<file path="src/essc_pkg.sv">
// essc_pkg: shared constants, types and the control store of the speed control core
`default_nettype none

package essc_pkg;

    // configuration register indexes
    localparam logic [2:0] REG_TIMEOUT = 3'd0;
    localparam logic [2:0] REG_COUNT   = 3'd1;
    localparam logic [2:0] REG_MIN     = 3'd2;
    localparam logic [2:0] REG_MAX     = 3'd3;
    localparam logic [2:0] REG_STEPS   = 3'd4;

    localparam int CFG_DATA_W = 16;
    localparam int CFG_IDX_W  = 3;

    // configuration reset values
    localparam logic [15:0] RST_TIMEOUT = 16'd300;
    localparam logic [7:0]  RST_COUNT   = 8'd5;
    localparam logic [7:0]  RST_MIN     = 8'd1;
    localparam logic [7:0]  RST_MAX     = 8'd50;
    localparam logic [14:0] RST_STEPS   = 15'd3200;
    localparam logic [7:0]  RST_SPEED   = 8'd30;

    // fast-turn step thresholds and sizes
    localparam logic [7:0] FAST_HI_RPM  = 8'd20;
    localparam logic [7:0] FAST_MID_RPM = 8'd10;
    localparam logic [2:0] STEP_BIG     = 3'd5;
    localparam logic [2:0] STEP_MID     = 3'd2;
    localparam logic [2:0] STEP_ONE     = 3'd1;

    // period divider: microseconds per minute over twice the step rate
    localparam int QUO_W = 26;
    localparam int DVS_W = 24;
    localparam int HP_W  = 18;
    localparam logic [QUO_W-1:0] US_PER_MIN = 26'd60000000;
    localparam logic [HP_W-1:0]  HP_MAX     = 18'h3FFFF;
    localparam logic [4:0]       DIV_LAST   = 5'(QUO_W - 1);

    // datapath operations
    localparam logic [2:0] OP_NONE  = 3'd0;
    localparam logic [2:0] OP_LATCH = 3'd1;
    localparam logic [2:0] OP_QUAL  = 3'd2;
    localparam logic [2:0] OP_SPEED = 3'd3;
    localparam logic [2:0] OP_MUL   = 3'd4;
    localparam logic [2:0] OP_DIV   = 3'd5;
    localparam logic [2:0] OP_OUT   = 3'd6;

    // jump conditions
    localparam logic [2:0] JC_NEVER    = 3'd0;
    localparam logic [2:0] JC_ALWAYS   = 3'd1;
    localparam logic [2:0] JC_NO_VALID = 3'd2;
    localparam logic [2:0] JC_DIR_ZERO = 3'd3;
    localparam logic [2:0] JC_HELD     = 3'd4;
    localparam logic [2:0] JC_DIV_MORE = 3'd5;
    localparam logic [2:0] JC_OUT_BUSY = 3'd6;

    // program addresses
    localparam logic [2:0] ST_WAIT  = 3'd0;
    localparam logic [2:0] ST_TZERO = 3'd1;
    localparam logic [2:0] ST_THELD = 3'd2;
    localparam logic [2:0] ST_QUAL  = 3'd3;
    localparam logic [2:0] ST_SPEED = 3'd4;
    localparam logic [2:0] ST_MUL   = 3'd5;
    localparam logic [2:0] ST_DIV   = 3'd6;
    localparam logic [2:0] ST_OUT   = 3'd7;

    typedef struct packed {
        logic [2:0] op;
        logic [2:0] cond;
        logic [2:0] target;
    } ucode_t;

    // control store
    function automatic ucode_t ucode_rom(input logic [2:0] addr);
        ucode_t w;
        unique case (addr)
            ST_WAIT:  w = '{op: OP_LATCH, cond: JC_NO_VALID, target: ST_WAIT};
            ST_TZERO: w = '{op: OP_NONE,  cond: JC_DIR_ZERO, target: ST_MUL};
            ST_THELD: w = '{op: OP_NONE,  cond: JC_HELD,     target: ST_SPEED};
            ST_QUAL:  w = '{op: OP_QUAL,  cond: JC_ALWAYS,   target: ST_MUL};
            ST_SPEED: w = '{op: OP_SPEED, cond: JC_NEVER,    target: ST_WAIT};
            ST_MUL:   w = '{op: OP_MUL,   cond: JC_NEVER,    target: ST_WAIT};
            ST_DIV:   w = '{op: OP_DIV,   cond: JC_DIV_MORE, target: ST_DIV};
            ST_OUT:   w = '{op: OP_OUT,   cond: JC_ALWAYS,   target: ST_WAIT};
            default:  w = '{op: OP_NONE,  cond: JC_ALWAYS,   target: ST_WAIT};
        endcase
        return w;
    endfunction

endpackage

`default_nettype wire

</file>
<file path="src/encoder_stepper_speed_control_core.sv">
// encoder_stepper_speed_control_core: microcoded speed, run and direction control
//
//   channel  signals                                          direction
//   in       in_valid/in_ready, turn_dir, button_held,        to core
//            fast_turn, time_ms
//   out      out_valid/out_ready, speed_rpm, half_period_us,  from core
//            motor_on, motor_reverse, display_dirty
//   cfg      cfg_we, cfg_index, cfg_data                      to core
//
// from accept to result, a zero turn goes straight to the divisor setup, and a held
// or counted turn first adjusts the speed or runs the qualifier; then the bit-serial
// restoring divider forms the half-period
// one word at a time: in_ready is high only in the wait step of the program
// a result waits in the output register; the next word is accepted meanwhile
// and its output step holds until the register is taken
// reset restores the configuration defaults, speed 30, motor stopped
`default_nettype none

module encoder_stepper_speed_control_core (
    input  wire logic                                  clk,
    input  wire logic                                  rst_n,
    input  wire logic                                  cfg_we,
    input  wire logic [essc_pkg::CFG_IDX_W-1:0]        cfg_index,
    input  wire logic [essc_pkg::CFG_DATA_W-1:0]       cfg_data,
    input  wire logic                                  in_valid,
    output logic                                       in_ready,
    input  wire logic signed [1:0]                     turn_dir,
    input  wire logic                                  button_held,
    input  wire logic                                  fast_turn,
    input  wire logic [31:0]                           time_ms,
    output logic                                       out_valid,
    input  wire logic                                  out_ready,
    output logic [7:0]                                 speed_rpm,
    output logic [essc_pkg::HP_W-1:0]                  half_period_us,
    output logic                                       motor_on,
    output logic                                       motor_reverse,
    output logic                                       display_dirty
);

    // configuration registers
    logic [15:0] timeout_reg;
    logic [7:0]  count_reg;
    logic [7:0]  min_reg;
    logic [7:0]  max_reg;
    logic [14:0] steps_reg;

    // sequencer
    logic [2:0]        step_reg, step_next;
    essc_pkg::ucode_t  uw;
    logic              jump;

    // latched input word
    logic [1:0]  dir_reg;
    logic        held_reg;
    logic        fast_reg;
    logic [31:0] now_reg;

    // control state
    logic [7:0]  speed_reg, speed_next;
    logic        run_reg, run_next;
    logic        rev_reg, rev_next;
    logic [7:0]  qcnt_reg, qcnt_next;
    logic [31:0] stamp_reg, stamp_next;
    logic        dirty_reg, dirty_next;

    // divider
    logic [essc_pkg::DVS_W-1:0] dvs_reg;
    logic [essc_pkg::DVS_W-1:0] rem_reg, rem_next;
    logic [essc_pkg::QUO_W-1:0] quo_reg, quo_next;
    logic [4:0]                 dcnt_reg, dcnt_next;

    // output register
    logic                       ovalid_reg;
    logic [7:0]                 ospeed_reg;
    logic [essc_pkg::HP_W-1:0]  ohp_reg;
    logic                       oon_reg;
    logic                       orev_reg;
    logic                       odirty_reg;

    logic out_busy;
    logic do_latch;
    logic do_out;

    // qualifier terms
    logic [31:0] elapsed;
    logic        late;
    logic [7:0]  qcnt_inc;
    logic        qfire;
    logic        backward;

    // speed adjust terms
    logic [2:0]        stepmag;
    logic signed [9:0] spd_s;
    logic signed [9:0] nv;
    logic signed [9:0] min_s;
    logic signed [9:0] max_s;
    logic [7:0]        spd_clamped;

    // divisor and division step terms
    logic [7:0]                 s_eff;
    logic [14:0]                st_eff;
    logic [22:0]                prod;
    logic [essc_pkg::DVS_W:0]   rem_sh;
    logic                       rem_ge;

    // control word fetch and jump decision
    assign uw       = essc_pkg::ucode_rom(step_reg);
    assign out_busy = ovalid_reg && !out_ready;
    assign backward = dir_reg[1];

    always_comb
    begin
        unique case (uw.cond)
            essc_pkg::JC_NEVER:    jump = 1'b0;
            essc_pkg::JC_ALWAYS:   jump = 1'b1;
            essc_pkg::JC_NO_VALID: jump = !in_valid;
            essc_pkg::JC_DIR_ZERO: jump = (dir_reg == 2'b00);
            essc_pkg::JC_HELD:     jump = held_reg;
            essc_pkg::JC_DIV_MORE: jump = (dcnt_reg != 5'd0);
            essc_pkg::JC_OUT_BUSY: jump = out_busy;
            default:               jump = 1'b1;
        endcase
    end

    // step counter; the output step also waits for a free output register
    always_comb
    begin
        if (uw.op == essc_pkg::OP_OUT && out_busy)
            step_next = step_reg;
        else if (jump)
            step_next = uw.target;
        else
            step_next = step_reg + 3'd1;
    end

    assign in_ready = (uw.op == essc_pkg::OP_LATCH);
    assign do_latch = in_ready && in_valid;
    assign do_out   = (uw.op == essc_pkg::OP_OUT) && !out_busy;

    // configuration writes
    always_ff @(posedge clk or negedge rst_n)
    begin
        if (!rst_n)
        begin
            timeout_reg <= essc_pkg::RST_TIMEOUT;
            count_reg   <= essc_pkg::RST_COUNT;
            min_reg     <= essc_pkg::RST_MIN;
            max_reg     <= essc_pkg::RST_MAX;
            steps_reg   <= essc_pkg::RST_STEPS;
        end
        else if (cfg_we)
        begin
            case (cfg_index)
                essc_pkg::REG_TIMEOUT: timeout_reg <= cfg_data;
                essc_pkg::REG_COUNT:   count_reg   <= cfg_data[7:0];
                essc_pkg::REG_MIN:     min_reg     <= cfg_data[7:0];
                essc_pkg::REG_MAX:     max_reg     <= cfg_data[7:0];
                essc_pkg::REG_STEPS:   steps_reg   <= cfg_data[14:0];
                default:               ;
            endcase
        end
    end

    // qualifier: count turns that follow each other within the window
    assign elapsed  = now_reg - stamp_reg;
    assign late     = elapsed > {16'd0, timeout_reg};
    assign qcnt_inc = qcnt_reg + 8'd1;
    assign qfire    = (qcnt_reg != 8'd0) && !late && (qcnt_inc >= count_reg);

    // held-button speed step and clamp, lower bound first
    always_comb
    begin
        if (!fast_reg)
            stepmag = essc_pkg::STEP_ONE;
        else if (speed_reg >= essc_pkg::FAST_HI_RPM)
            stepmag = essc_pkg::STEP_BIG;
        else if (speed_reg > essc_pkg::FAST_MID_RPM)
            stepmag = essc_pkg::STEP_MID;
        else
            stepmag = essc_pkg::STEP_ONE;
    end

    assign spd_s = $signed({2'b00, speed_reg});
    assign min_s = $signed({2'b00, min_reg});
    assign max_s = $signed({2'b00, max_reg});
    assign nv    = backward ? spd_s - $signed({7'd0, stepmag})
                            : spd_s + $signed({7'd0, stepmag});

    always_comb
    begin
        if (nv < min_s)
            spd_clamped = min_reg;
        else if (nv > max_s)
            spd_clamped = max_reg;
        else
            spd_clamped = nv[7:0];
    end

    // divisor: twice speed times steps, zero taken as one
    assign s_eff  = (speed_reg == 8'd0) ? 8'd1 : speed_reg;
    assign st_eff = (steps_reg == 15'd0) ? 15'd1 : steps_reg;
    assign prod   = s_eff * st_eff;

    // one restoring division step
    assign rem_sh = {rem_reg, quo_reg[essc_pkg::QUO_W-1]};
    assign rem_ge = rem_sh >= {1'b0, dvs_reg};

    // datapath next values
    always_comb
    begin
        speed_next = speed_reg;
        run_next   = run_reg;
        rev_next   = rev_reg;
        qcnt_next  = qcnt_reg;
        stamp_next = stamp_reg;
        dirty_next = dirty_reg;
        rem_next   = rem_reg;
        quo_next   = quo_reg;
        dcnt_next  = dcnt_reg;
        case (uw.op)
            essc_pkg::OP_LATCH:
            begin
                if (in_valid)
                    dirty_next = 1'b0;
            end
            essc_pkg::OP_QUAL:
            begin
                if (qcnt_reg == 8'd0 && !late)
                begin
                    stamp_next = now_reg;
                end
                else if (late)
                begin
                    qcnt_next  = 8'd1;
                    stamp_next = now_reg;
                end
                else if (qfire)
                begin
                    qcnt_next  = 8'd0;
                    stamp_next = now_reg;
                end
                else
                begin
                    qcnt_next = qcnt_inc;
                end
                if (qfire)
                begin
                    dirty_next = 1'b1;
                    if (run_reg)
                    begin
                        if (backward)
                            run_next = 1'b0;
                        else
                            rev_next = !rev_reg;
                    end
                    else
                    begin
                        run_next = 1'b1;
                        rev_next = backward;
                    end
                end
            end
            essc_pkg::OP_SPEED:
            begin
                speed_next = spd_clamped;
                dirty_next = 1'b1;
            end
            essc_pkg::OP_MUL:
            begin
                rem_next  = '0;
                quo_next  = essc_pkg::US_PER_MIN;
                dcnt_next = essc_pkg::DIV_LAST;
            end
            essc_pkg::OP_DIV:
            begin
                rem_next  = rem_ge ? rem_sh[essc_pkg::DVS_W-1:0] - dvs_reg
                                   : rem_sh[essc_pkg::DVS_W-1:0];
                quo_next  = {quo_reg[essc_pkg::QUO_W-2:0], rem_ge};
                dcnt_next = dcnt_reg - 5'd1;
            end
            default: ;
        endcase
    end

    // sequencer and control state
    always_ff @(posedge clk or negedge rst_n)
    begin
        if (!rst_n)
        begin
            step_reg   <= essc_pkg::ST_WAIT;
            speed_reg  <= essc_pkg::RST_SPEED;
            run_reg    <= 1'b0;
            rev_reg    <= 1'b0;
            qcnt_reg   <= 8'd0;
            stamp_reg  <= 32'd0;
            dirty_reg  <= 1'b0;
            dcnt_reg   <= 5'd0;
            ovalid_reg <= 1'b0;
        end
        else
        begin
            step_reg  <= step_next;
            speed_reg <= speed_next;
            run_reg   <= run_next;
            rev_reg   <= rev_next;
            qcnt_reg  <= qcnt_next;
            stamp_reg <= stamp_next;
            dirty_reg <= dirty_next;
            dcnt_reg  <= dcnt_next;
            if (do_out)
                ovalid_reg <= 1'b1;
            else if (out_ready)
                ovalid_reg <= 1'b0;
        end
    end

    // payload registers
    always_ff @(posedge clk)
    begin
        if (do_latch)
        begin
            dir_reg  <= turn_dir;
            held_reg <= button_held;
            fast_reg <= fast_turn;
            now_reg  <= time_ms;
        end
        if (uw.op == essc_pkg::OP_MUL)
            dvs_reg <= {prod, 1'b0};
        rem_reg <= rem_next;
        quo_reg <= quo_next;
        if (do_out)
        begin
            ospeed_reg <= speed_reg;
            ohp_reg    <= (quo_reg > essc_pkg::QUO_W'(essc_pkg::HP_MAX))
                          ? essc_pkg::HP_MAX : quo_reg[essc_pkg::HP_W-1:0];
            oon_reg    <= run_reg;
            orev_reg   <= rev_reg;
            odirty_reg <= dirty_reg;
        end
    end

    assign out_valid      = ovalid_reg;
    assign speed_rpm      = ospeed_reg;
    assign half_period_us = ohp_reg;
    assign motor_on       = oon_reg;
    assign motor_reverse  = orev_reg;
    assign display_dirty  = odirty_reg;

    // checks
    a_accept_starts_program: assert property (@(posedge clk) disable iff (!rst_n)
        (in_valid && in_ready) |=> (step_reg == essc_pkg::ST_TZERO))
        else $error("accepted word did not start the program");

    a_div_count_range: assert property (@(posedge clk) disable iff (!rst_n)
        (step_reg == essc_pkg::ST_DIV) |-> (dcnt_reg <= essc_pkg::DIV_LAST))
        else $error("divider bit count out of range");

    a_result_from_out_step: assert property (@(posedge clk) disable iff (!rst_n)
        $rose(ovalid_reg) |-> ($past(step_reg) == essc_pkg::ST_OUT))
        else $error("result raised outside the output step");

    a_div_follows_mul: assert property (@(posedge clk) disable iff (!rst_n)
        (step_reg == essc_pkg::ST_MUL) |=> (step_reg == essc_pkg::ST_DIV))
        else $error("divider did not follow divisor setup");

endmodule

`default_nettype wire
</file>
<file path="config.mk">
export PLATFORM = sky130hd
export DESIGN_NAME = encoder_stepper_speed_control_core
export DESIGN_NICKNAME = d
export VERILOG_FILES = /design/src/essc_pkg.sv /design/src/encoder_stepper_speed_control_core.sv
export SDC_FILE = /design/constraint.sdc
export NUM_CORES = 1
export LEC_CHECK = 0
export BUFFER_PORTS_ARGS = -buffer_cell sky130_fd_sc_hd__buf_2
export CORE_MARGIN = 2
export CORE_UTILIZATION = 51
export DETAILED_ROUTE_END_ITERATION = 7
export GPL_TIMING_DRIVEN = 0
export PLACE_DENSITY_LB_ADDON = 0.05
export SKIP_LAST_GASP = 1
export SYNTH_ARGS = -nofsm -noshare
export SYNTH_HDL_FRONTEND = slang
export SYNTH_SLANG_ARGS = --single-unit
</file>
<file path="constraint.sdc">
create_clock -name clk -period 6.7 [get_ports clk]
set_clock_uncertainty 0.2 [all_clocks]
set_input_delay 1.34 -clock clk [delete_from_list [all_inputs] [get_ports clk]]
set_output_delay 1.34 -clock clk [all_outputs]
set_load 0.05 [all_outputs]
</file>
# Word-level counts from Yosys, hierarchy flattened
# Memories as Yosys holds them, arrays and structs flattened.
# Cells that the tools add are included.
classes:
  bitwise: 1
  addsub: 7
  order_cmp: 8
  reduce_logical: 34
  multipliers: 1
  eq_ne: 18
  n_mux: 28
op_table:
  columns: ["cell", "n"]
  rows:
  - ["two-way mux 32 bit", 3]
  - ["case mux 26 bit (2 select lines)", 1]
  - ["case mux 24 bit (2 select lines)", 1]
  - ["two-way mux 8 bit", 5]
  - ["> comparator 32 x 16 -> 1 bit", 1]
  - ["subtractor 32 bit", 1]
  - ["> comparator 26 x 18 -> 1 bit, second input constant", 1]
  - [">= comparator 25 x 24 -> 1 bit", 1]
  - ["two-way mux 24 bit", 1]
  - ["subtractor 24 bit", 1]
  - ["multiplier 8 x 15 -> 23 bit", 1]
  - ["== test 3 bit, second input constant", 7]
  - ["== test 3 x 2 -> 1 bit, second input constant", 6]
  - ["zero test 8 bit", 2]
  - ["AND reduction 2 bit", 8]
  - ["zero test 15 bit", 1]
  - ["two-way mux 15 bit", 1]
  - ["> comparator 10 x 9 -> 1 bit", 1]
  - ["less-than comparator 10 x 9 -> 1 bit", 1]
  - ["two-way mux 10 bit", 1]
  - ["case mux 5 bit (2 select lines)", 1]
  - ["adder 8 x 3 -> 9 bit", 1]
  - ["two-way mux 3 bit", 3]
  - ["subtractor 8 x 3 -> 9 bit", 1]
  - ["22 further kinds", 46]
word_totals:
  regBits: 253
  romBits: 72
  wordCells: 124
  in_bits: 60
  out_inout_bits: 31
  memories: 1
memory_table:
  columns: ["memory", "words", "word_bits", "read_ports", "rd_clocked_by_memory_dff", "wr", "line_no", "rtl"]
  rows:
  - ["(no name shown)", 8, 9, 1, 0, 0, "essc_pkg.sv:76", "unique case (addr)"]

# Logic depth before layout (Yosys ltp)
depth:
  ltp_word: 9
  ltp_mapped: 24
  depth_no_buf: 23

# Worst setup path before layout
# No wires, ideal clock.
synth_path:
  path_kind: "register to register"
  startpoint: "reg steps_reg[11]"
  endpoint: "reg dvs_reg[22] (netlist bit) (data pin)"
  setup_slack_ns: 0.671
  t_arrival_ns: 5.563
  setup_ns: 0.266
  t_required_ns: 6.234
  period_less_slack_ns: 6.029
  path_stages_with_launch: 23
  n_path_buf: 1
  path_cell_list: "dfstp_2 > clkbuf_1 > nor4_1 > a41oi_1 > nand2b_1 > fa_1 > fa_1 > inv_1 > fa_1 > inv_1 > fa_1 > inv_1 > ha_1 > inv_1 > a21oi_1 > o21ai_0 > nand2b_1 > a31oi_1 > o21ai_0 > o41a_1 > a41o_1 > o41ai_1 > xnor2_1"
synth_between:
  elab_chain_len: 3
synth_rtl:
  columns: ["element", "line_no", "rtl"]
  rows:
  - ["from (decl)", "encoder_stepper_speed_control_core.sv:45", "logic [14:0] steps_reg;"]
  - ["from (signal assigned)", "encoder_stepper_speed_control_core.sv:149", "steps_reg <= essc_pkg::RST_STEPS;"]
  - ["from (signal assigned)", "encoder_stepper_speed_control_core.sv:158", "essc_pkg::REG_STEPS: steps_reg <= cfg_data[14:0];"]
  - ["zero test 15 bit", "encoder_stepper_speed_control_core.sv:201", "assign st_eff = (steps_reg == 15'd0) ? 15'd1 : steps_reg;"]
  - ["two-way mux 15 bit (*)", "encoder_stepper_speed_control_core.sv:201", null]
  - ["multiplier 8 x 15 -> 23 bit (*)", "encoder_stepper_speed_control_core.sv:202", "assign prod = s_eff * st_eff;"]
  - ["net prod[21]", "encoder_stepper_speed_control_core.sv:102", "logic [22:0] prod;"]
  - ["to (signal assigned)", "encoder_stepper_speed_control_core.sv:328", "dvs_reg <= {prod, 1'b0};"]
  - ["to (decl)", "encoder_stepper_speed_control_core.sv:67", "logic [essc_pkg::DVS_W-1:0] dvs_reg;"]
# Mark *: on every way through the listed nets, which the timed path passes. The rest lies on a longest branch.
# A chain may end at the register's enable or synchronous reset.

# Final worst setup path
layout_path:
  startpoint: "reg speed_reg[2]"
  endpoint: "reg dvs_reg[22] (netlist bit) (data pin)"
layout_between:
  elab_chain_len: 3
layout_rtl:
  columns: ["element", "line_no", "rtl"]
  rows:
  - ["from (decl)", "encoder_stepper_speed_control_core.sv:59", "logic [7:0] speed_reg, speed_next;"]
  - ["from (signal assigned)", "encoder_stepper_speed_control_core.sv:291", "speed_reg <= essc_pkg::RST_SPEED;"]
  - ["from (signal assigned)", "encoder_stepper_speed_control_core.sv:303", "speed_reg <= speed_next;"]
  - ["zero test 8 bit", "encoder_stepper_speed_control_core.sv:200", "assign s_eff = (speed_reg == 8'd0) ? 8'd1 : speed_reg;"]
  - ["two-way mux 8 bit (*)", "encoder_stepper_speed_control_core.sv:200", null]
  - ["multiplier 8 x 15 -> 23 bit (*)", "encoder_stepper_speed_control_core.sv:202", null]
  - ["net prod[21]", "encoder_stepper_speed_control_core.sv:102", null]
# Marks and branches as above.

==> results.md <==
- Status: finished, final reports clean
- Slew HR: 0.1427
- Placed insts: around 2300
- Cell Area, Synth: 0.01798 sq mm
- Primary FF master, synth: edfxtp_1
- Post-synth top area share: 0.2305
- Post-Syn Nets: 2056
- Tightest Pin Transition: 1.283 ns
- Via density: around 5.4
- Distinct cell type count after synthesis: between 80 and 90
- Initial Util: 0.5192
- Post-synth ARST share: 0.4545
- CTS tree: built
- Tmin final: 6.382 ns
- Gpl congestion: 0.8929
- Synth Warn #: 0
- First-pass GRT wire length: approximately 64 mm
- Final Hold Violating Endpoints: 0
- Total grt overflow: 0
- Drt total wl: just under 40 mm
- Most common cell in the netlist: inv_1
- Die ar.: 0.03677 sq mm
- Final net count: ~2200
- Critical Path Source Type: register
- WL per Instance: around 16 um
- Layout area overhead: 12.28%
- Die X: approximately 190 um
- Core area: 0.03463 sq mm
- Leading post-synthesis cells by instance count: inv_1 (221), ha_1 (150), nand2_1 (143)
- Setup crit end kind: register
- Worst-path clk slew: 0.06 ns
- Antenna-violating nets left: 0
- Fmax: 156.7 MHz
- Final worst-path cycle share: 0.9525
- Largest area contributor in the netlist: edfxtp_1
- Max Root-Sink Buffers: 3
- RSZ-0062 raised after global routing: true
- Skew-Pair Late Insertion Delay: approximately 0.55 ns
- PortBufs: 90
- Initial drt markers: 608
- Worst EP arrival: 6.48 ns
- GRT Total Usage: 0.2166
- Detail Placement HPWL: 29.86 mm
- Initial antenna violation count: 7
- Largest net degree at the start of global routing: 82
- Worst min path class: register to register
- Register bit total from synthesis: about 250
- H-tree Lvls: 1
- CTS sink count: 253
- Layout Cells excl Fill: 2365
- Top post-synthesis cells by area: edfxtp_1 (23%), dfrtp_1 (14%), ha_1 (10%)
- # IOs: 91
- Number of global-route vias before repair: 13090
- Vias after detailed routing: 12870
- Clk root buf: clkbuf_16
- Seq/Total Area, Yosys: 0.3917
- Layout cells sized above 1: 0.1306
- Max Cap Viol: 0
- Slew Limit Fails: 0
- Post-synth EDFFs: 138
- Setup violators final: 0
- Avg Cell Area, Syn: 10.19 sq um
- DRT Pass-1 Iters: 4
- Mapped Cells: about 1800
- Die H: 191.8 um
- Row Count: 68
- DRC viols: 0
- Setup CP Type: register to register
- CTS buffer count: 29
- Req. time, crit path: 6.80 ns
- CP Max Fanout: 10
-- path summary, 6_finish.rpt --
kind	start	to	slack, ns	cells past startpoint
worst max-delay path	speed_reg[2]	dvs_reg[22]	0.32	21
worst max register to register	speed_reg[2]	dvs_reg[22]	0.32	21
worst min register to register	dirty_reg	display_dirty	0.27	0
max in group asynchronous	rst_n	count_reg[2]	5.07	2
worst min-delay path	dirty_reg	display_dirty	0.27	0
min in group asynchronous	rst_n	stamp_reg[7]	0.47	1
-- cell usage in the layout, fill, tap and decap left out, types with 6 or more instances in the layout --
master     synthesis  routed
inv_1            221     221
ha_1             150     150
nand2_1          143     143
edfxtp_1         138     138
dfrtp_1           98      98
buf_2              2      91
o21ai_0           90      90
and2_1            82      82
fa_1              82      82
a21oi_1           64      63
nor2_1            54      53
nand3_1           52      52
clkbuf_1          52      48
xnor2_1           38      38
nor2b_1           33      32
mux2_2            31      31
clkbuf_16          0      31
nor3_1            30      30
mux2_1            28      28
xor2_1            27      27
a21o_1            26      26
and3_1            26      25
or2_2             24      24
o31ai_1           20      20
or3_1             19      19
o21a_1            18      18
mux2i_1           17      17
dfstp_2           17      17
nand2b_1          16      16
nand4_1           16      16
o211ai_1          14      14
nor4_1            14      11
a31oi_1           11      10
a211oi_1           8       8
clkbuf_2           1       7
o221ai_1           6       6
clkinv_2           0       6
-- cell families (layout without fill, tap and decap cells) --
logic type,Yosys count,count (layout),share of synthesized area
AND/OR/NAND/NOR,538,538,0.1579
multiplexers,77,77,0.04725
adder cells (fa/ha/maj),232,232,0.1957
XOR/XNOR,65,65,0.03167
buffers and inverters,280,423,0.05929
flip-flops,253,253,0.3917
other,0,3,0
AO/OA/AOI/OAI,319,319,0.1164
-- per-stage QoR --
stage                     setup slack, ns  instance area (sq um)  hold WS, ns  TNS [ns]    util
after floorplan                    0.6711                  17980       0.2249         0       -
after global placement            -0.2136                  19000       0.2663   -0.2136  0.5486
after detailed placement          -0.2581                  19100       0.2371   -0.2581  0.5516
after CTS                         0.01911                  20150       0.2669         0  0.5818
after global routing             -0.02235                  20180       0.2918  -0.02235  0.5829
final                              0.3185                  20190       0.2699         0  0.5830
-- metal layers --
metal | global-route usage | part of all wire | vias to the layer above | wire, um
met5 | 0 | 0.0013 | - | 51
met4 | 0.06243 | 0.028 | 8 | 1093
met3 | 0.02960 | 0.033 | 72 | 1264
met2 | 0.3943 | 0.50 | 206 | 19390
met1 | 0.2671 | 0.44 | 6174 | 16940
li1 | - | - | 6407 | -
-- timing repair --
action	CTS	global route
resized for setup	3	16
endpoints found under the setup margin	1	17
setup buffers	1	0
pin swaps	1	0
hold buffers	0	0
-- worst max-delay path, stage by stage (launching register included) --
cell and delay, ns:
dfstp_2 0.59, clkbuf_1 0.51, clkbuf_2 0.37, nand2_1 0.10
fa_1 0.47, fa_1 0.50, inv_1 0.06, fa_1 0.52
inv_1 0.05, fa_1 0.52, inv_1 0.04, ha_1 0.27
inv_1 0.10, a21oi_1 0.06, o21ai_0 0.17, nand2b_1 0.12
a31oi_2 0.26, o21ai_0 0.20, o41a_1 0.36, a41o_1 0.28
o41ai_2 0.26, xnor2_1 0.11
-- layout make-up --
type                       instances  area, sq um
buffer                            54        225.2
tap                              455        569.3
multi-input combinational       1231         9937
fill                            3014        14440
sequential                       253         7043
timing repair buffer              95        554.3
inverter                         221        829.5
antenna                            3        7.507
clock inverter                    10        150.1
clock buffer                      43        870.8
Power is left out: the tool's default activity adds up to more than one toggle a clock period on the data nets, which glitch-free logic cannot reach.
